===== config.mk =====
export PLATFORM = sky130hd
export DESIGN_NAME = software_timer_queue
export DESIGN_NICKNAME = d
export VERILOG_FILES = /design/src/hw/rtl/stq_pkg.sv /design/src/hw/rtl/software_timer_queue.sv /design/src/hw/rtl/stq_slot_ram.sv /design/src/hw/rtl/stq_scan.sv /design/src/hw/rtl/stq_ctrl.sv
export VERILOG_INCLUDE_DIRS = /design/src /design/src/hw/rtl
export SDC_FILE = /design/constraint.sdc
export NUM_CORES = 2
export LEC_CHECK = 0
export BUFFER_PORTS_ARGS = -buffer_cell sky130_fd_sc_hd__buf_4
export CELL_PAD_IN_SITES_DETAIL_PLACEMENT = 1
export CELL_PAD_IN_SITES_GLOBAL_PLACEMENT = 2
export CORE_MARGIN = 1
export CORE_UTILIZATION = 39
export CTS_BUF_LIST = sky130_fd_sc_hd__clkbuf_8
export DETAILED_ROUTE_END_ITERATION = 8
export GPL_TIMING_DRIVEN = 0
export PLACE_DENSITY_LB_ADDON = 0.2
export SYNTH_ARGS = -nofsm -noshare
export SYNTH_HDL_FRONTEND = slang
export SYNTH_SLANG_ARGS = --single-unit

===== constraint.sdc =====
create_clock -name clk -period 9 [get_ports clk]
set_input_delay 0.9 -clock clk [delete_from_list [all_inputs] [get_ports clk]]
set_output_delay 0.9 -clock clk [all_outputs]
set_load 0.01 [all_outputs]

===== src/hw/rtl/software_timer_queue_defines.svh =====
// ----------------------------------------------------------------------------
// Software timer queue assertion macros
// Shared concurrent assertion forms, clocked on clk and disabled in reset.
// ----------------------------------------------------------------------------
`ifndef SOFTWARE_TIMER_QUEUE_DEFINES_SVH
`define SOFTWARE_TIMER_QUEUE_DEFINES_SVH

// Consequent must hold in the same cycle as the antecedent.
`define STQ_ASSERT_SAME(name, ante, cons, msg) \
	name: assert property (@(posedge clk) disable iff (!arst_n) (ante) |-> (cons)) \
		else $error(msg);

// Consequent must hold in the cycle after the antecedent.
`define STQ_ASSERT_NEXT(name, ante, cons, msg) \
	name: assert property (@(posedge clk) disable iff (!arst_n) (ante) |=> (cons)) \
		else $error(msg);

`endif


===== src/hw/rtl/stq_pkg.sv =====
// ----------------------------------------------------------------------------
// Software timer queue package
// Field widths, command and result codes, controller states and the
// control bundle that drives the slot scanner.
// ----------------------------------------------------------------------------
package stq_pkg;

	localparam int CMD_W  = 2;
	localparam int ID_W   = 32;
	localparam int TIME_W = 40;
	localparam int KIND_W = 3;

	typedef enum logic [CMD_W-1:0] {
		CMD_CREATE = 2'd0,
		CMD_DELETE = 2'd1,
		CMD_TICK   = 2'd2
	} cmd_t;

	typedef enum logic [KIND_W-1:0] {
		KIND_FIRED       = 3'd0,
		KIND_ACCEPTED    = 3'd1,
		KIND_DELETED     = 3'd2,
		KIND_NOT_FOUND   = 3'd3,
		KIND_FULL        = 3'd4,
		KIND_NOTHING_DUE = 3'd5
	} kind_t;

	typedef enum logic [2:0] {
		ST_IDLE,
		ST_CREATE,
		ST_SCAN,
		ST_DRAIN,
		ST_DECIDE
	} state_t;

	typedef struct packed {
		logic clear;
		logic strobe;
		logic tick_mode;
	} scan_ctl_t;

endpackage


===== src/hw/rtl/software_timer_queue.sv =====
// ----------------------------------------------------------------------------
// Software timer queue
// Up to CAPACITY timers kept in a slot memory. A create takes the lowest free
// slot; delete and tick commands are served by full scans, one slot per cycle.
//
//   Channel   Handshake              Payload
//   command   cmd_valid/cmd_ready    command timer_id duration start_time
//                                    repeat_req now
//   result    res_valid/res_ready    result_kind fired_id queue_empty last
//
// A delete makes one full pass over the memory, and a tick that fires timers
// makes one full pass over the single memory read port for each fired timer,
// or one pass if none is due.
// Commands are taken only while the sequencer is idle; a waiting result sits
// in the output register, and a new command can be accepted meanwhile.
// Reset clears all slot valid bits; slot contents need no clearing.
// ----------------------------------------------------------------------------
module software_timer_queue #(
	parameter int unsigned CAPACITY  = 32,
	parameter int unsigned TIME_BITS = 40,
	parameter int unsigned ID_BITS   = 32
) (
	input  logic                         clk,
	input  logic                         arst_n,
	input  logic                         cmd_valid,
	output logic                         cmd_ready,
	input  logic [stq_pkg::CMD_W-1:0]    command,
	input  logic [stq_pkg::ID_W-1:0]     timer_id,
	input  logic [stq_pkg::TIME_W-1:0]   duration,
	input  logic [stq_pkg::TIME_W-1:0]   start_time,
	input  logic                         repeat_req,
	input  logic [stq_pkg::TIME_W-1:0]   now,
	output logic                         res_valid,
	input  logic                         res_ready,
	output logic [stq_pkg::KIND_W-1:0]   result_kind,
	output logic [stq_pkg::ID_W-1:0]     fired_id,
	output logic                         queue_empty,
	output logic                         last
);

	import stq_pkg::*;

	localparam int unsigned AW = $clog2(CAPACITY);
	localparam int unsigned CW = $clog2(CAPACITY + 1);
	localparam int unsigned EW = ID_BITS + 2 * TIME_BITS + 1;

	logic                 rd_en;
	logic [AW-1:0]        rd_addr;
	logic [EW-1:0]        rd_data;
	logic                 wr_en;
	logic [AW-1:0]        wr_addr;
	logic [EW-1:0]        wr_data;
	scan_ctl_t            scan_ctl;
	logic                 slot_vld;
	logic [AW-1:0]        slot_s1;
	logic [ID_BITS-1:0]   key_id;
	logic [TIME_BITS-1:0] now_ref;
	logic                 found;
	logic [AW-1:0]        best_slot;
	logic [ID_BITS-1:0]   best_id;
	logic [TIME_BITS-1:0] best_period;
	logic                 best_repeat;
	logic [CW-1:0]        due_cnt;
	logic                 survivor;

	stq_slot_ram #(
		.DEPTH (CAPACITY),
		.WIDTH (EW)
	) u_ram (
		.clk     (clk),
		.wr_en   (wr_en),
		.wr_addr (wr_addr),
		.wr_data (wr_data),
		.rd_en   (rd_en),
		.rd_addr (rd_addr),
		.rd_data (rd_data)
	);

	stq_scan #(
		.CAPACITY  (CAPACITY),
		.TIME_BITS (TIME_BITS),
		.ID_BITS   (ID_BITS)
	) u_scan (
		.clk         (clk),
		.arst_n      (arst_n),
		.ctl         (scan_ctl),
		.slot_vld    (slot_vld),
		.slot        (slot_s1),
		.rd_data     (rd_data),
		.key_id      (key_id),
		.now         (now_ref),
		.found       (found),
		.best_slot   (best_slot),
		.best_id     (best_id),
		.best_period (best_period),
		.best_repeat (best_repeat),
		.due_cnt     (due_cnt),
		.survivor    (survivor)
	);

	stq_ctrl #(
		.CAPACITY  (CAPACITY),
		.TIME_BITS (TIME_BITS),
		.ID_BITS   (ID_BITS)
	) u_ctrl (
		.clk         (clk),
		.arst_n      (arst_n),
		.cmd_valid   (cmd_valid),
		.cmd_ready   (cmd_ready),
		.command     (command),
		.timer_id    (timer_id),
		.duration    (duration),
		.start_time  (start_time),
		.repeat_req  (repeat_req),
		.now         (now),
		.res_valid   (res_valid),
		.res_ready   (res_ready),
		.result_kind (result_kind),
		.fired_id    (fired_id),
		.queue_empty (queue_empty),
		.last        (last),
		.rd_en       (rd_en),
		.rd_addr     (rd_addr),
		.wr_en       (wr_en),
		.wr_addr     (wr_addr),
		.wr_data     (wr_data),
		.scan_ctl    (scan_ctl),
		.slot_vld    (slot_vld),
		.slot_s1     (slot_s1),
		.key_id      (key_id),
		.now_ref     (now_ref),
		.found       (found),
		.best_slot   (best_slot),
		.best_id     (best_id),
		.best_period (best_period),
		.best_repeat (best_repeat),
		.due_cnt     (due_cnt),
		.survivor    (survivor)
	);

endmodule


===== src/hw/rtl/stq_slot_ram.sv =====
// ----------------------------------------------------------------------------
// Slot memory
// One write port and one read port with registered read data.
// ----------------------------------------------------------------------------
module stq_slot_ram #(
	parameter int unsigned DEPTH = 32,
	parameter int unsigned WIDTH = 113,
	localparam int unsigned AW = $clog2(DEPTH)
) (
	input  logic             clk,
	input  logic             wr_en,
	input  logic [AW-1:0]    wr_addr,
	input  logic [WIDTH-1:0] wr_data,
	input  logic             rd_en,
	input  logic [AW-1:0]    rd_addr,
	output logic [WIDTH-1:0] rd_data
);

	logic [WIDTH-1:0] mem_q [DEPTH];
	logic [WIDTH-1:0] rd_data_q;

	always_ff @(posedge clk) begin
		if (wr_en) begin
			mem_q[wr_addr] <= wr_data;
		end
		if (rd_en) begin
			rd_data_q <= mem_q[rd_addr];
		end
	end

	assign rd_data = rd_data_q;

endmodule


===== src/hw/rtl/stq_scan.sv =====
// ----------------------------------------------------------------------------
// Slot scanner
// Consumes one slot record per cycle while strobed and keeps the earliest
// matching slot, the due timer count and whether any timer outlives the tick.
// ----------------------------------------------------------------------------
module stq_scan #(
	parameter int unsigned CAPACITY  = 32,
	parameter int unsigned TIME_BITS = 40,
	parameter int unsigned ID_BITS   = 32,
	localparam int unsigned AW = $clog2(CAPACITY),
	localparam int unsigned CW = $clog2(CAPACITY + 1),
	localparam int unsigned EW = ID_BITS + 2 * TIME_BITS + 1
) (
	input  logic                  clk,
	input  logic                  arst_n,
	input  stq_pkg::scan_ctl_t    ctl,
	input  logic                  slot_vld,
	input  logic [AW-1:0]         slot,
	input  logic [EW-1:0]         rd_data,
	input  logic [ID_BITS-1:0]    key_id,
	input  logic [TIME_BITS-1:0]  now,
	output logic                  found,
	output logic [AW-1:0]         best_slot,
	output logic [ID_BITS-1:0]    best_id,
	output logic [TIME_BITS-1:0]  best_period,
	output logic                  best_repeat,
	output logic [CW-1:0]         due_cnt,
	output logic                  survivor
);

	import stq_pkg::*;

	logic [ID_BITS-1:0]   e_id;
	logic [TIME_BITS-1:0] e_target;
	logic [TIME_BITS-1:0] e_period;
	logic                 e_rep;
	logic                 due;
	logic                 hit;
	logic                 better;

	logic                 found_q;
	logic [CW-1:0]        cnt_q;
	logic                 surv_q;
	logic [AW-1:0]        best_slot_q;
	logic [ID_BITS-1:0]   best_id_q;
	logic [TIME_BITS-1:0] best_target_q;
	logic [TIME_BITS-1:0] best_period_q;
	logic                 best_rep_q;

	assign e_id     = rd_data[EW-1 -: ID_BITS];
	assign e_target = rd_data[2*TIME_BITS -: TIME_BITS];
	assign e_period = rd_data[TIME_BITS -: TIME_BITS];
	assign e_rep    = rd_data[0];

	always_comb begin
		due    = slot_vld && (e_target < now);
		hit    = ctl.tick_mode ? due : (slot_vld && (e_id == key_id));
		better = hit && (!found_q || (e_target < best_target_q));
	end

	always_ff @(posedge clk or negedge arst_n) begin
		if (!arst_n) begin
			found_q <= 1'b0;
			cnt_q   <= '0;
			surv_q  <= 1'b0;
		end else if (ctl.clear) begin
			found_q <= 1'b0;
			cnt_q   <= '0;
			surv_q  <= 1'b0;
		end else if (ctl.strobe) begin
			if (better) begin
				found_q <= 1'b1;
			end
			if (ctl.tick_mode && due) begin
				cnt_q <= cnt_q + CW'(1);
			end
			if (slot_vld && (!due || e_rep)) begin
				surv_q <= 1'b1;
			end
		end
	end

	always_ff @(posedge clk) begin
		if (ctl.strobe && better) begin
			best_slot_q   <= slot;
			best_id_q     <= e_id;
			best_target_q <= e_target;
			best_period_q <= e_period;
			best_rep_q    <= e_rep;
		end
	end

	assign found       = found_q;
	assign best_slot   = best_slot_q;
	assign best_id     = best_id_q;
	assign best_period = best_period_q;
	assign best_repeat = best_rep_q;
	assign due_cnt     = cnt_q;
	assign survivor    = surv_q;

endmodule


===== src/hw/rtl/stq_ctrl.sv =====
// ----------------------------------------------------------------------------
// Timer queue controller
// Command sequencer, slot valid bits, memory access control and the
// result register.
// ----------------------------------------------------------------------------
`include "software_timer_queue_defines.svh"

module stq_ctrl #(
	parameter int unsigned CAPACITY  = 32,
	parameter int unsigned TIME_BITS = 40,
	parameter int unsigned ID_BITS   = 32,
	localparam int unsigned AW = $clog2(CAPACITY),
	localparam int unsigned CW = $clog2(CAPACITY + 1),
	localparam int unsigned EW = ID_BITS + 2 * TIME_BITS + 1
) (
	input  logic                         clk,
	input  logic                         arst_n,
	input  logic                         cmd_valid,
	output logic                         cmd_ready,
	input  logic [stq_pkg::CMD_W-1:0]    command,
	input  logic [stq_pkg::ID_W-1:0]     timer_id,
	input  logic [stq_pkg::TIME_W-1:0]   duration,
	input  logic [stq_pkg::TIME_W-1:0]   start_time,
	input  logic                         repeat_req,
	input  logic [stq_pkg::TIME_W-1:0]   now,
	output logic                         res_valid,
	input  logic                         res_ready,
	output logic [stq_pkg::KIND_W-1:0]   result_kind,
	output logic [stq_pkg::ID_W-1:0]     fired_id,
	output logic                         queue_empty,
	output logic                         last,
	output logic                         rd_en,
	output logic [AW-1:0]                rd_addr,
	output logic                         wr_en,
	output logic [AW-1:0]                wr_addr,
	output logic [EW-1:0]                wr_data,
	output stq_pkg::scan_ctl_t           scan_ctl,
	output logic                         slot_vld,
	output logic [AW-1:0]                slot_s1,
	output logic [ID_BITS-1:0]           key_id,
	output logic [TIME_BITS-1:0]         now_ref,
	input  logic                         found,
	input  logic [AW-1:0]                best_slot,
	input  logic [ID_BITS-1:0]           best_id,
	input  logic [TIME_BITS-1:0]         best_period,
	input  logic                         best_repeat,
	input  logic [CW-1:0]                due_cnt,
	input  logic                         survivor
);

	import stq_pkg::*;

	logic [ID_BITS+ID_W-1:0]     id_ext;
	logic [TIME_BITS+TIME_W-1:0] dur_ext;
	logic [TIME_BITS+TIME_W-1:0] start_ext;
	logic [TIME_BITS+TIME_W-1:0] now_ext;

	state_t               state_q, state_d;
	cmd_t                 cmd_q;
	logic [ID_BITS-1:0]   id_q;
	logic [TIME_BITS-1:0] dur_q;
	logic [TIME_BITS-1:0] start_q;
	logic                 rep_q;
	logic [TIME_BITS-1:0] now_q;

	logic [CAPACITY-1:0]  valid_q;
	logic [AW-1:0]        addr_q, addr_d;
	logic                 strobe_s1;
	logic [AW-1:0]        slot_addr_s1;
	logic                 first_q, first_d;
	logic [CW-1:0]        remaining_q, remaining_d;
	logic                 keep_q, keep_d;

	logic                 res_valid_q;
	kind_t                kind_q;
	logic [ID_W-1:0]      res_id_q;
	logic                 res_empty_q;
	logic                 res_last_q;

	logic                 out_free;
	logic [AW-1:0]        free_slot;
	logic                 any_free;
	logic [TIME_BITS:0]   create_sum;
	logic [TIME_BITS-1:0] create_target;
	logic [TIME_BITS:0]   resched_sum;
	logic [TIME_BITS-1:0] resched_target;
	logic [CAPACITY-1:0]  best_mask;
	logic [CW-1:0]        rem;
	logic                 keep;

	logic                 load;
	kind_t                ld_kind;
	logic [ID_BITS-1:0]   ld_id;
	logic [ID_BITS+ID_W-1:0] ld_id_ext;
	logic                 ld_empty;
	logic                 ld_last;
	logic                 set_en;
	logic                 clr_en;

	assign id_ext    = {{ID_BITS{1'b0}}, timer_id};
	assign dur_ext   = {{TIME_BITS{1'b0}}, duration};
	assign start_ext = {{TIME_BITS{1'b0}}, start_time};
	assign now_ext   = {{TIME_BITS{1'b0}}, now};

	always_comb begin
		free_slot = '0;
		for (int i = CAPACITY - 1; i >= 0; i--) begin
			if (!valid_q[i]) begin
				free_slot = AW'(i);
			end
		end
	end

	assign any_free       = ~&valid_q;
	assign out_free       = !res_valid_q || res_ready;
	assign create_sum     = {1'b0, start_q} + {1'b0, dur_q};
	assign create_target  = create_sum[TIME_BITS] ? '1 : create_sum[TIME_BITS-1:0];
	assign resched_sum    = {1'b0, now_q} + {1'b0, best_period};
	assign resched_target = resched_sum[TIME_BITS] ? '1 : resched_sum[TIME_BITS-1:0];
	assign best_mask      = CAPACITY'(1) << best_slot;
	assign rem            = first_q ? due_cnt : remaining_q;
	assign keep           = first_q ? survivor : keep_q;

	always_ff @(posedge clk or negedge arst_n) begin
		if (!arst_n) begin
			state_q <= ST_IDLE;
		end else begin
			state_q <= state_d;
		end
	end

	always_comb begin
		state_d     = state_q;
		cmd_ready   = 1'b0;
		rd_en       = 1'b0;
		wr_en       = 1'b0;
		wr_addr     = free_slot;
		wr_data     = {id_q, create_target, dur_q, rep_q};
		scan_ctl           = '0;
		scan_ctl.strobe    = strobe_s1;
		scan_ctl.tick_mode = (cmd_q == CMD_TICK);
		addr_d      = addr_q;
		first_d     = first_q;
		remaining_d = remaining_q;
		keep_d      = keep_q;
		load        = 1'b0;
		ld_kind     = KIND_FIRED;
		ld_id       = id_q;
		ld_empty    = ~|valid_q;
		ld_last     = 1'b1;
		set_en      = 1'b0;
		clr_en      = 1'b0;

		unique case (state_q)
			ST_IDLE: begin
				cmd_ready = 1'b1;
				if (cmd_valid) begin
					unique case (cmd_t'(command)) inside
						CMD_CREATE: begin
							state_d = ST_CREATE;
						end
						CMD_DELETE, CMD_TICK: begin
							state_d        = ST_SCAN;
							scan_ctl.clear = 1'b1;
							addr_d         = '0;
							first_d        = 1'b1;
						end
						default: begin
							state_d = ST_IDLE;
						end
					endcase
				end
			end
			ST_CREATE: begin
				if (out_free) begin
					load    = 1'b1;
					state_d = ST_IDLE;
					if ((dur_q == '0) && !rep_q) begin
						ld_kind = KIND_FIRED;
					end else if (!any_free) begin
						ld_kind = KIND_FULL;
					end else begin
						ld_kind  = KIND_ACCEPTED;
						ld_empty = 1'b0;
						wr_en    = 1'b1;
						set_en   = 1'b1;
					end
				end
			end
			ST_SCAN: begin
				rd_en = 1'b1;
				if (addr_q == AW'(CAPACITY - 1)) begin
					state_d = ST_DRAIN;
				end else begin
					addr_d = addr_q + AW'(1);
				end
			end
			ST_DRAIN: begin
				state_d = ST_DECIDE;
			end
			ST_DECIDE: begin
				if (out_free) begin
					load    = 1'b1;
					state_d = ST_IDLE;
					if (cmd_q == CMD_DELETE) begin
						if (found) begin
							ld_kind  = KIND_DELETED;
							ld_empty = ~|(valid_q & ~best_mask);
							clr_en   = 1'b1;
						end else begin
							ld_kind = KIND_NOT_FOUND;
						end
					end else begin
						ld_empty = ~keep;
						keep_d   = keep;
						first_d  = 1'b0;
						if (!found) begin
							ld_kind = KIND_NOTHING_DUE;
							ld_id   = '0;
						end else begin
							ld_kind     = KIND_FIRED;
							ld_id       = best_id;
							ld_last     = (rem == CW'(1));
							remaining_d = rem - CW'(1);
							if (best_repeat) begin
								wr_en   = 1'b1;
								wr_addr = best_slot;
								wr_data = {best_id, resched_target, best_period, 1'b1};
							end else begin
								clr_en = 1'b1;
							end
							if (rem != CW'(1)) begin
								state_d        = ST_SCAN;
								scan_ctl.clear = 1'b1;
								addr_d         = '0;
							end
						end
					end
				end
			end
			default: begin
				state_d = ST_IDLE;
			end
		endcase
	end

	always_ff @(posedge clk) begin
		if (cmd_valid && cmd_ready) begin
			cmd_q   <= cmd_t'(command);
			id_q    <= id_ext[ID_BITS-1:0];
			dur_q   <= dur_ext[TIME_BITS-1:0];
			start_q <= start_ext[TIME_BITS-1:0];
			rep_q   <= repeat_req;
			now_q   <= now_ext[TIME_BITS-1:0];
		end
		slot_addr_s1 <= addr_q;
	end

	always_ff @(posedge clk or negedge arst_n) begin
		if (!arst_n) begin
			valid_q     <= '0;
			addr_q      <= '0;
			strobe_s1   <= 1'b0;
			first_q     <= 1'b0;
			remaining_q <= '0;
			keep_q      <= 1'b0;
		end else begin
			if (set_en) begin
				valid_q[free_slot] <= 1'b1;
			end
			if (clr_en) begin
				valid_q[best_slot] <= 1'b0;
			end
			addr_q      <= addr_d;
			strobe_s1   <= rd_en;
			first_q     <= first_d;
			remaining_q <= remaining_d;
			keep_q      <= keep_d;
		end
	end

	assign ld_id_ext = {{ID_W{1'b0}}, ld_id};

	always_ff @(posedge clk or negedge arst_n) begin
		if (!arst_n) begin
			res_valid_q <= 1'b0;
		end else if (load) begin
			res_valid_q <= 1'b1;
		end else if (res_ready) begin
			res_valid_q <= 1'b0;
		end
	end

	always_ff @(posedge clk) begin
		if (load) begin
			kind_q      <= ld_kind;
			res_id_q    <= ld_id_ext[ID_W-1:0];
			res_empty_q <= ld_empty;
			res_last_q  <= ld_last;
		end
	end

	assign rd_addr     = addr_q;
	assign slot_s1     = slot_addr_s1;
	assign slot_vld    = valid_q[slot_addr_s1];
	assign key_id      = id_q;
	assign now_ref     = now_q;
	assign res_valid   = res_valid_q;
	assign result_kind = kind_q;
	assign fired_id    = res_id_q;
	assign queue_empty = res_empty_q;
	assign last        = res_last_q;

	`STQ_ASSERT_SAME(a_wr_no_scan, wr_en, !rd_en && !strobe_s1, "memory write during a scan")
	`STQ_ASSERT_SAME(a_create_free, wr_en && (state_q == ST_CREATE), !valid_q[wr_addr], "create overwrites a live slot")
	`STQ_ASSERT_SAME(a_tick_count, (state_q == ST_DECIDE) && scan_ctl.tick_mode && !first_q && found, remaining_q != '0, "tick fires beyond its due count")
	`STQ_ASSERT_NEXT(a_last_idle, load && ld_last, state_q == ST_IDLE, "sequencer busy after final result")

endmodule

==> Word-level counts from Yosys, hierarchy flattened <==
Memories as Yosys holds them, arrays and structs flattened. A register that Yosys moved wholly into a read port is not among the register bits.
Cells that the tools add are included.
{ "totals": {"register_bits": 373, "in_bits": 159, "latch_bits": 0, "ram_bits": 3616, "mem_bits_ro": 0, "elab_cells": 250, "mem_count": 1} }
{ "mem_list": {"columns": ["name", "words", "word_bits", "rd", "rd_ports_with_merged_regs", "write_ports", "line", "rtl"], "rows": [
  ["u_ram.mem_q", 32, 113, 1, 1, 1, "stq_slot_ram.sv:19", "logic [WIDTH-1:0] mem_q [DEPTH];"]
]} }
{ "classes": {"bitwise_logic": 10, "shifts": 1, "div": 0, "addsub": 5, "mux": 135, "n_reduce_logical": 43, "order_cmp": 7, "n_eq_ne": 21, "n_mul": 0} }
{ "op_table": {"columns": ["operator", "count"], "rows": [
  ["$mux W113", 5],
  ["$mux W5", 44],
  ["$mux W32", 6],
  ["$add A40 B40 Y41", 2],
  ["$lt A40 B40 Y1", 2],
  ["$mux W40", 2],
  ["$and A32 B32 Y32", 2],
  ["$not A32 Y32", 2],
  ["$reduce_or A32 Y1", 2],
  ["$mux W1", 50],
  ["$logic_not A40 Y1", 1],
  ["$mux W3", 12],
  ["$eq A32 B32 Y1", 1],
  ["$or A32 B32 Y32", 1],
  ["$reduce_and A32 Y1", 1],
  ["$shl A1 B5 Y32 const A", 1],
  ["$mux W6", 4],
  ["$lt A5 B6 Y1 const B", 3],
  ["$pmux W3 S5", 1],
  ["$pmux W5 S3", 1],
  ["$reduce_bool A2 Y1", 6],
  ["$demux W1 S5", 2],
  ["$ge A5 B1 Y1 const B", 2],
  ["$logic_and A1 B1 Y1", 10],
  ["other kinds (31)", 59]
]} }

==> Logic depth before layout (Yosys ltp) <==
{ "logic_depth": {"ltp_word": 40, "mapped_depth": 13, "depth_no_buf": 12} }

==> Modules after synthesis <==
A second synthesis with hierarchy kept.
{ "hier_totals": {"hier_cells": 8655, "area_unflattened_um2": 162303.2} }
{ "modules_own_cells": {"columns": ["mod", "n_inst", "area_per_inst_um2", "cells_per_inst"], "rows": [
  ["stq_slot_ram", 1, 140569.8, 6581],
  ["stq_ctrl", 1, 15403.5, 1590],
  ["stq_scan", 1, 6329.8, 484]
]} }

==> Worst setup path after synthesis <==
No wires, ideal clock.
{ "synth_path": {"kind": "reg2reg", "startpoint": "reg u_ctrl.state_q[1]", "endpoint": "reg u_ctrl.strobe_s1", "t_arrival_ns": 8.432, "setup_ns": 0.912, "stages_incl_launch_ff": 4, "path_slack_ns": -0.344, "cell_sequence": "dfrtp_1 > clkbuf_1 > inv_1 > nor3_1"} }
{ "synth_via": {"elab_chain_len": 2} }
{ "synth_rtl": {"columns": ["element", "line", "rtl"], "rows": [
  ["start, declared", "stq_ctrl.sv:58", "state_t state_q, state_d;"],
  ["start signal, assigned", "stq_ctrl.sv:128", "state_q <= state_d;"],
  ["$eq A3 B2 Y1", "stq_ctrl.sv:154", "unique case (state_q)"],
  ["$mux W1", "stq_ctrl.sv:154", null],
  ["named net rd_en", "software_timer_queue.sv:47", "logic rd_en;"],
  ["end signal, assigned", "stq_ctrl.sv:275", "strobe_s1 <= rd_en;"],
  ["end, declared", "stq_ctrl.sv:68", "logic strobe_s1;"]
]} }
The timed path passes the listed nets, and every way through them passes these cells.
A chain may end at the register's enable or synchronous reset.

==> Worst setup path in the final report <==
{ "layout_path": {"startpoint": "reg u_ctrl.addr_q[3] (netlist: u_ctrl.rd_addr[3])", "endpoint": "reg u_ctrl.addr_q[3] (netlist: u_ctrl.rd_addr[3])"} }
{ "layout_via": {"elab_chain_len": 3, "word_cells_on_any_way": 6, "classes_between": "add/sub (1); eq/ne (2); mux (2); reduce/logical (1)"} }
{ "layout_rtl": {"columns": ["element", "line", "rtl"], "rows": [
  ["start, declared", "stq_ctrl.sv:67", "logic [AW-1:0] addr_q, addr_d;"],
  ["start signal, assigned", "stq_ctrl.sv:274", "addr_q <= addr_d;"],
  ["$add A5 B1 Y5 / $eq A5 B5 Y1 (equally long branches)", "stq_ctrl.sv:195, stq_ctrl.sv:192", null],
  ["$mux W5 / $ne A2 B2 Y1 (equally long branches)", null, null],
  ["$pmux W5 S3 / $reduce_and A8 Y1 (equally long branches)", null, null]
]} }
Parallel ways exist; a longest one is shown, timed or not. The select of a mux whose other input is x is not followed.

==> impl_metrics.py <==
metrics = {
    "global_route": {
        "grt_pass1_vias": 89400,
        "antenna_found_initial": 47,
        "grt_util_all_layers_pct": 24.52,
        "grt_max_degree": 59,
        "overflow": 0,
        "grt_pass1_wl_um": 710100,
    },
    "logic_synthesis": {
        "syn_avg_cell_area_um2": 21.12,
        "synth_edf_count": 4039,
        "synth_largest_area_cell": "edfxtp_1",
        "synth_area_leaders": "edfxtp_1 75%, mux4_2 16%, nand2_1 1.6%",
        "synthArstFlopShare_pct": 1.414,
        "synth.distinct_cells": 85,
        "synthTopCellsByCount": "4039 x edfxtp_1, 1140 x mux4_2, 696 x nand2_1",
        "synth_nets": 7990,
        "synthCells": 7665,
        "synth.yosys.seq_area_share_pct": 75.87,
        "synth-seq-cells": 4102,
        "synthesis.area_um2": 161900,
        "synth.most_common_cell": "edfxtp_1",
        "synth_top_area_share_pct": 74.92,
        "ys_warn_count": 0,
        "ys.flop_type": "edfxtp_1",
    },
    "route": {
        "drtPass1Iterations": 5,
        "drc": 0,
        "routed_via_density": 5.692,
        "drt_iter0_markers": 9114,
        "vias": 85550,
        "routed_wirelength_um": 516100,
        "post_drt_wl_per_cell_um": 34.34,
        "ant_nets": 0,
    },
    "cts": {
        "post_cts_resize_count": 0,
        "cts_num_sinks": 4102,
        "holdBufCountCts": 157,
        "cts_tree": "yes",
        "clkLatencyLatePin_ps": 1250,
        "post_cts_buffers": 0,
        "clkTransAtPathRegs_ps": 60,
        "root_buffer": "clkbuf_8",
        "clock_path_buffers": 4,
        "htreeDepth": 6,
        "cts-buffers-inserted": 686,
    },
    "setup_path": {
        "start_kind": "register",
        "critPathMaxStageDelay_ps": 1120,
        "r2r_slack_ps": 3320,
        "r2r_end": "u_ctrl.rd_addr[3]",
        "cp_num_cells": 13,
        "cp-end-kind": "register",
        "cp_top_family": "buffers and inverters",
        "timing.rr.start": "u_ctrl.rd_addr[3]",
        "crit_chain": "clkbuf_1, buf_2, buf_12, clkbuf_1, clkbuf_1, and3_1, ha_1, a21oi_1, nand2_1, a221oi_1, nand4_1, xnor2_1, and2_1",
        "cp_common_cell": "clkbuf_1",
        "cp_max_fo": 10,
        "setup.worst_path.end": "u_ctrl.rd_addr[3]",
        "r2r_cells": 13,
        "cp.required_ps": 10120,
        "worstSetupStartpoint": "u_ctrl.rd_addr[3]",
        "slowest_stage": "a221oi_1",
        "path_buf_inv": 5,
        "worstSetupPathType": "reg -> reg",
        "crit_arrival_ps": 6800,
    },
    "min_path": {
        "holdCritPathClass": "in -> reg",
        "hold_path.startpoint": "res_ready",
    },
    "power": {
        "p_int_mw": 39.29,
        "cellPowerDensity_nw_per_um2": 312.0,
        "leakage_nw": 61.94,
        "swShare_pct": 33.86,
        "p_clk_share_pct": 25.8,
        "ir_drop_uv": 246.8,
        "p_seq_share_pct": 43.0,
        "comb_power_share_pct": 31.3,
        "p_sw_mw": 20.11,
    },
    "floorplan": {
        "io_pins": 198,
        "die-area_um2": 417700,
        "initial_core_util_pct": 39.19,
        "core_um2": 413100,
        "num_rows": 236,
        "die_x_um": 646.3,
        "die_h_um": 646.3,
    },
    "finish": {
        "post-route-util_pct": 46.09,
        "area_delta_synth_final_pct": 17.59,
        "fill_cells": 38060,
        "layout.nets": 9312,
        "drive_gt1_share_pct": 27.97,
    },
    "place": {
        "hpwlAfterDp_um": 358800,
        "place_congestion": 0.8684,
        "portBuffers": 197,
    },
    "sta": {
        "rsz0062_at_grt": "false",
        "finalSetupViolations": 0,
        "relSlewSlack_pct": 2.215,
        "tns_ps": 0,
        "min_period_over_period_pct": 63.10,
        "slew_violations": 0,
        "tightest_slew_ps": 1467,
        "hold_viol_final": 0,
        "worst_clock_skew_ps": 79.90,
        "max_freq_mhz": 176.1,
        "period_needed_ps": 5679,
    },
    "outcome": {
        "status": "complete, no violations",
    },
    "run": {
        "max_cap_violations": 0,
    },
}
## power groups by stage
| stage | combinational (mW) | clock [mW] | sequential, mW |
|---|---|---|---|
| global route | 19.7 | 16.4 | 25.6 |
| detailed placement | 18.7 | 0 | 25.9 |
| floorplan | 10.7 | 0 | 25.5 |
| finish | 18.6 | 15.3 | 25.5 |
| CTS | 18.8 | 15.7 | 25.5 |
| global placement | 17.2 | 0 | 26.4 |
## how the worst min path moves through the flow
| stage | endpoint | slack (ps) | cells after the start |
|---|---|---|---|
| after floorplan | u_ctrl.slot_s1[3] | 350 | 0 |
| after global placement | u_scan.best_period[30] | 400 | 0 |
| after detailed placement | u_scan.best_period[3] | 410 | 0 |
| after CTS | u_ctrl.state_q[2] | 10 | 4 |
| after global routing | u_ctrl.state_q[0] | 120 | 4 |
| final | u_ctrl.state_q[2] | 150 | 4 |
## worst min-delay path: stages
cell,delay (ps)
buf_4,90
nor2b_1,110
nand2_1,120
o22ai_1,80
## cell usage in the layout (no fill, tap or decap), drive strengths merged, types with 12 or more instances in the layout
cell type and n:
nor4 28, nand2 697, clkinvlp 12, nor2 136, a21oi 202, nor3 33, and2 13, mux2 17
xnor2 48, clkbuf 947, ha 164, nand2b 34, o21a 17, and3 16, dfrtp 58, o211ai 12
clkinv 242, nor2b 26, buf 578, diode 30, nand4 33, a31oi 31, nand3 68, dlygate4sd3 157
o21ai 82, a22oi 34, xor2 55, edfxtp 4039, a21o 61, o21bai 15, mux4 1140, inv 388
## per-stage QoR
step | instances | power, mW | worst slack (ps) | cell area, um^2 | hold WS, ps
after floorplan | 7665 | 36.18 | 1437 | 161900 | 345.4
after global placement | 13340 | 43.59 | -10220 | 170200 | 404.5
after detailed placement | 13610 | 44.64 | 3031 | 176400 | 406.2
after CTS | 15000 | 60.02 | 3381 | 190300 | 12.46
after global routing | 15000 | 61.65 | 3130 | 190300 | 119.7
final | 15030 | 59.40 | 3321 | 190400 | 148.1
## registers in the layout (all words and copies together) (netlist names), 2 cells and up
name / cells
u_ram.mem_q: 3616
u_ram.rd_data: 113
u_ctrl.dur_q: 40
u_ctrl.now_ref: 40
u_ctrl.start_q: 40
u_scan.best_period: 40
u_scan.best_target_q: 40
u_ctrl.fired_id: 32
u_ctrl.key_id: 32
u_ctrl.valid_q: 32
u_scan.best_id: 32
u_ctrl.remaining_q: 6
u_scan.due_cnt: 6
u_ctrl.rd_addr: 5
u_ctrl.slot_s1: 5
u_scan.best_slot: 5
u_ctrl.result_kind: 3
u_ctrl.state_q: 3
u_ctrl.cmd_q: 2
## logic make-up after synthesis
family / synth area share [%]
muxes: 16.05
AOI/OAI and AO/OA: 2.074
xor gates and xnor gates: 0.5572
adders and majority gates: 1.292
DFF: 75.87
and+or+nand+nor: 2.998
buffers and inverters: 1.159
## area by class of cell
class	instances	area [um^2]	area share (%)
buffer	352	1454	0.7637
multi-input combinational	3088	37680	19.79
tap	5474	6849	3.598
sequential	4102	122800	64.52
inverter	123	461.7	0.2425
timing repair buffer	634	8673	4.556
clock inverter	530	2763	1.451
antenna	30	75.07	0.03943
clock buffer	696	9579	5.032
## metal layers
metal / track usage (%) / part of all wire (%) / routed length, um
met1: 33.77 / 42 / 215400
met2: 40.48 / 49 / 251100
met3: 3.738 / 6.6 / 33980
met4: 7.358 / 3.0 / 15560
met5: 0 / 0.0052 / 27
Note: power is estimated with default switching activity, not from simulation.
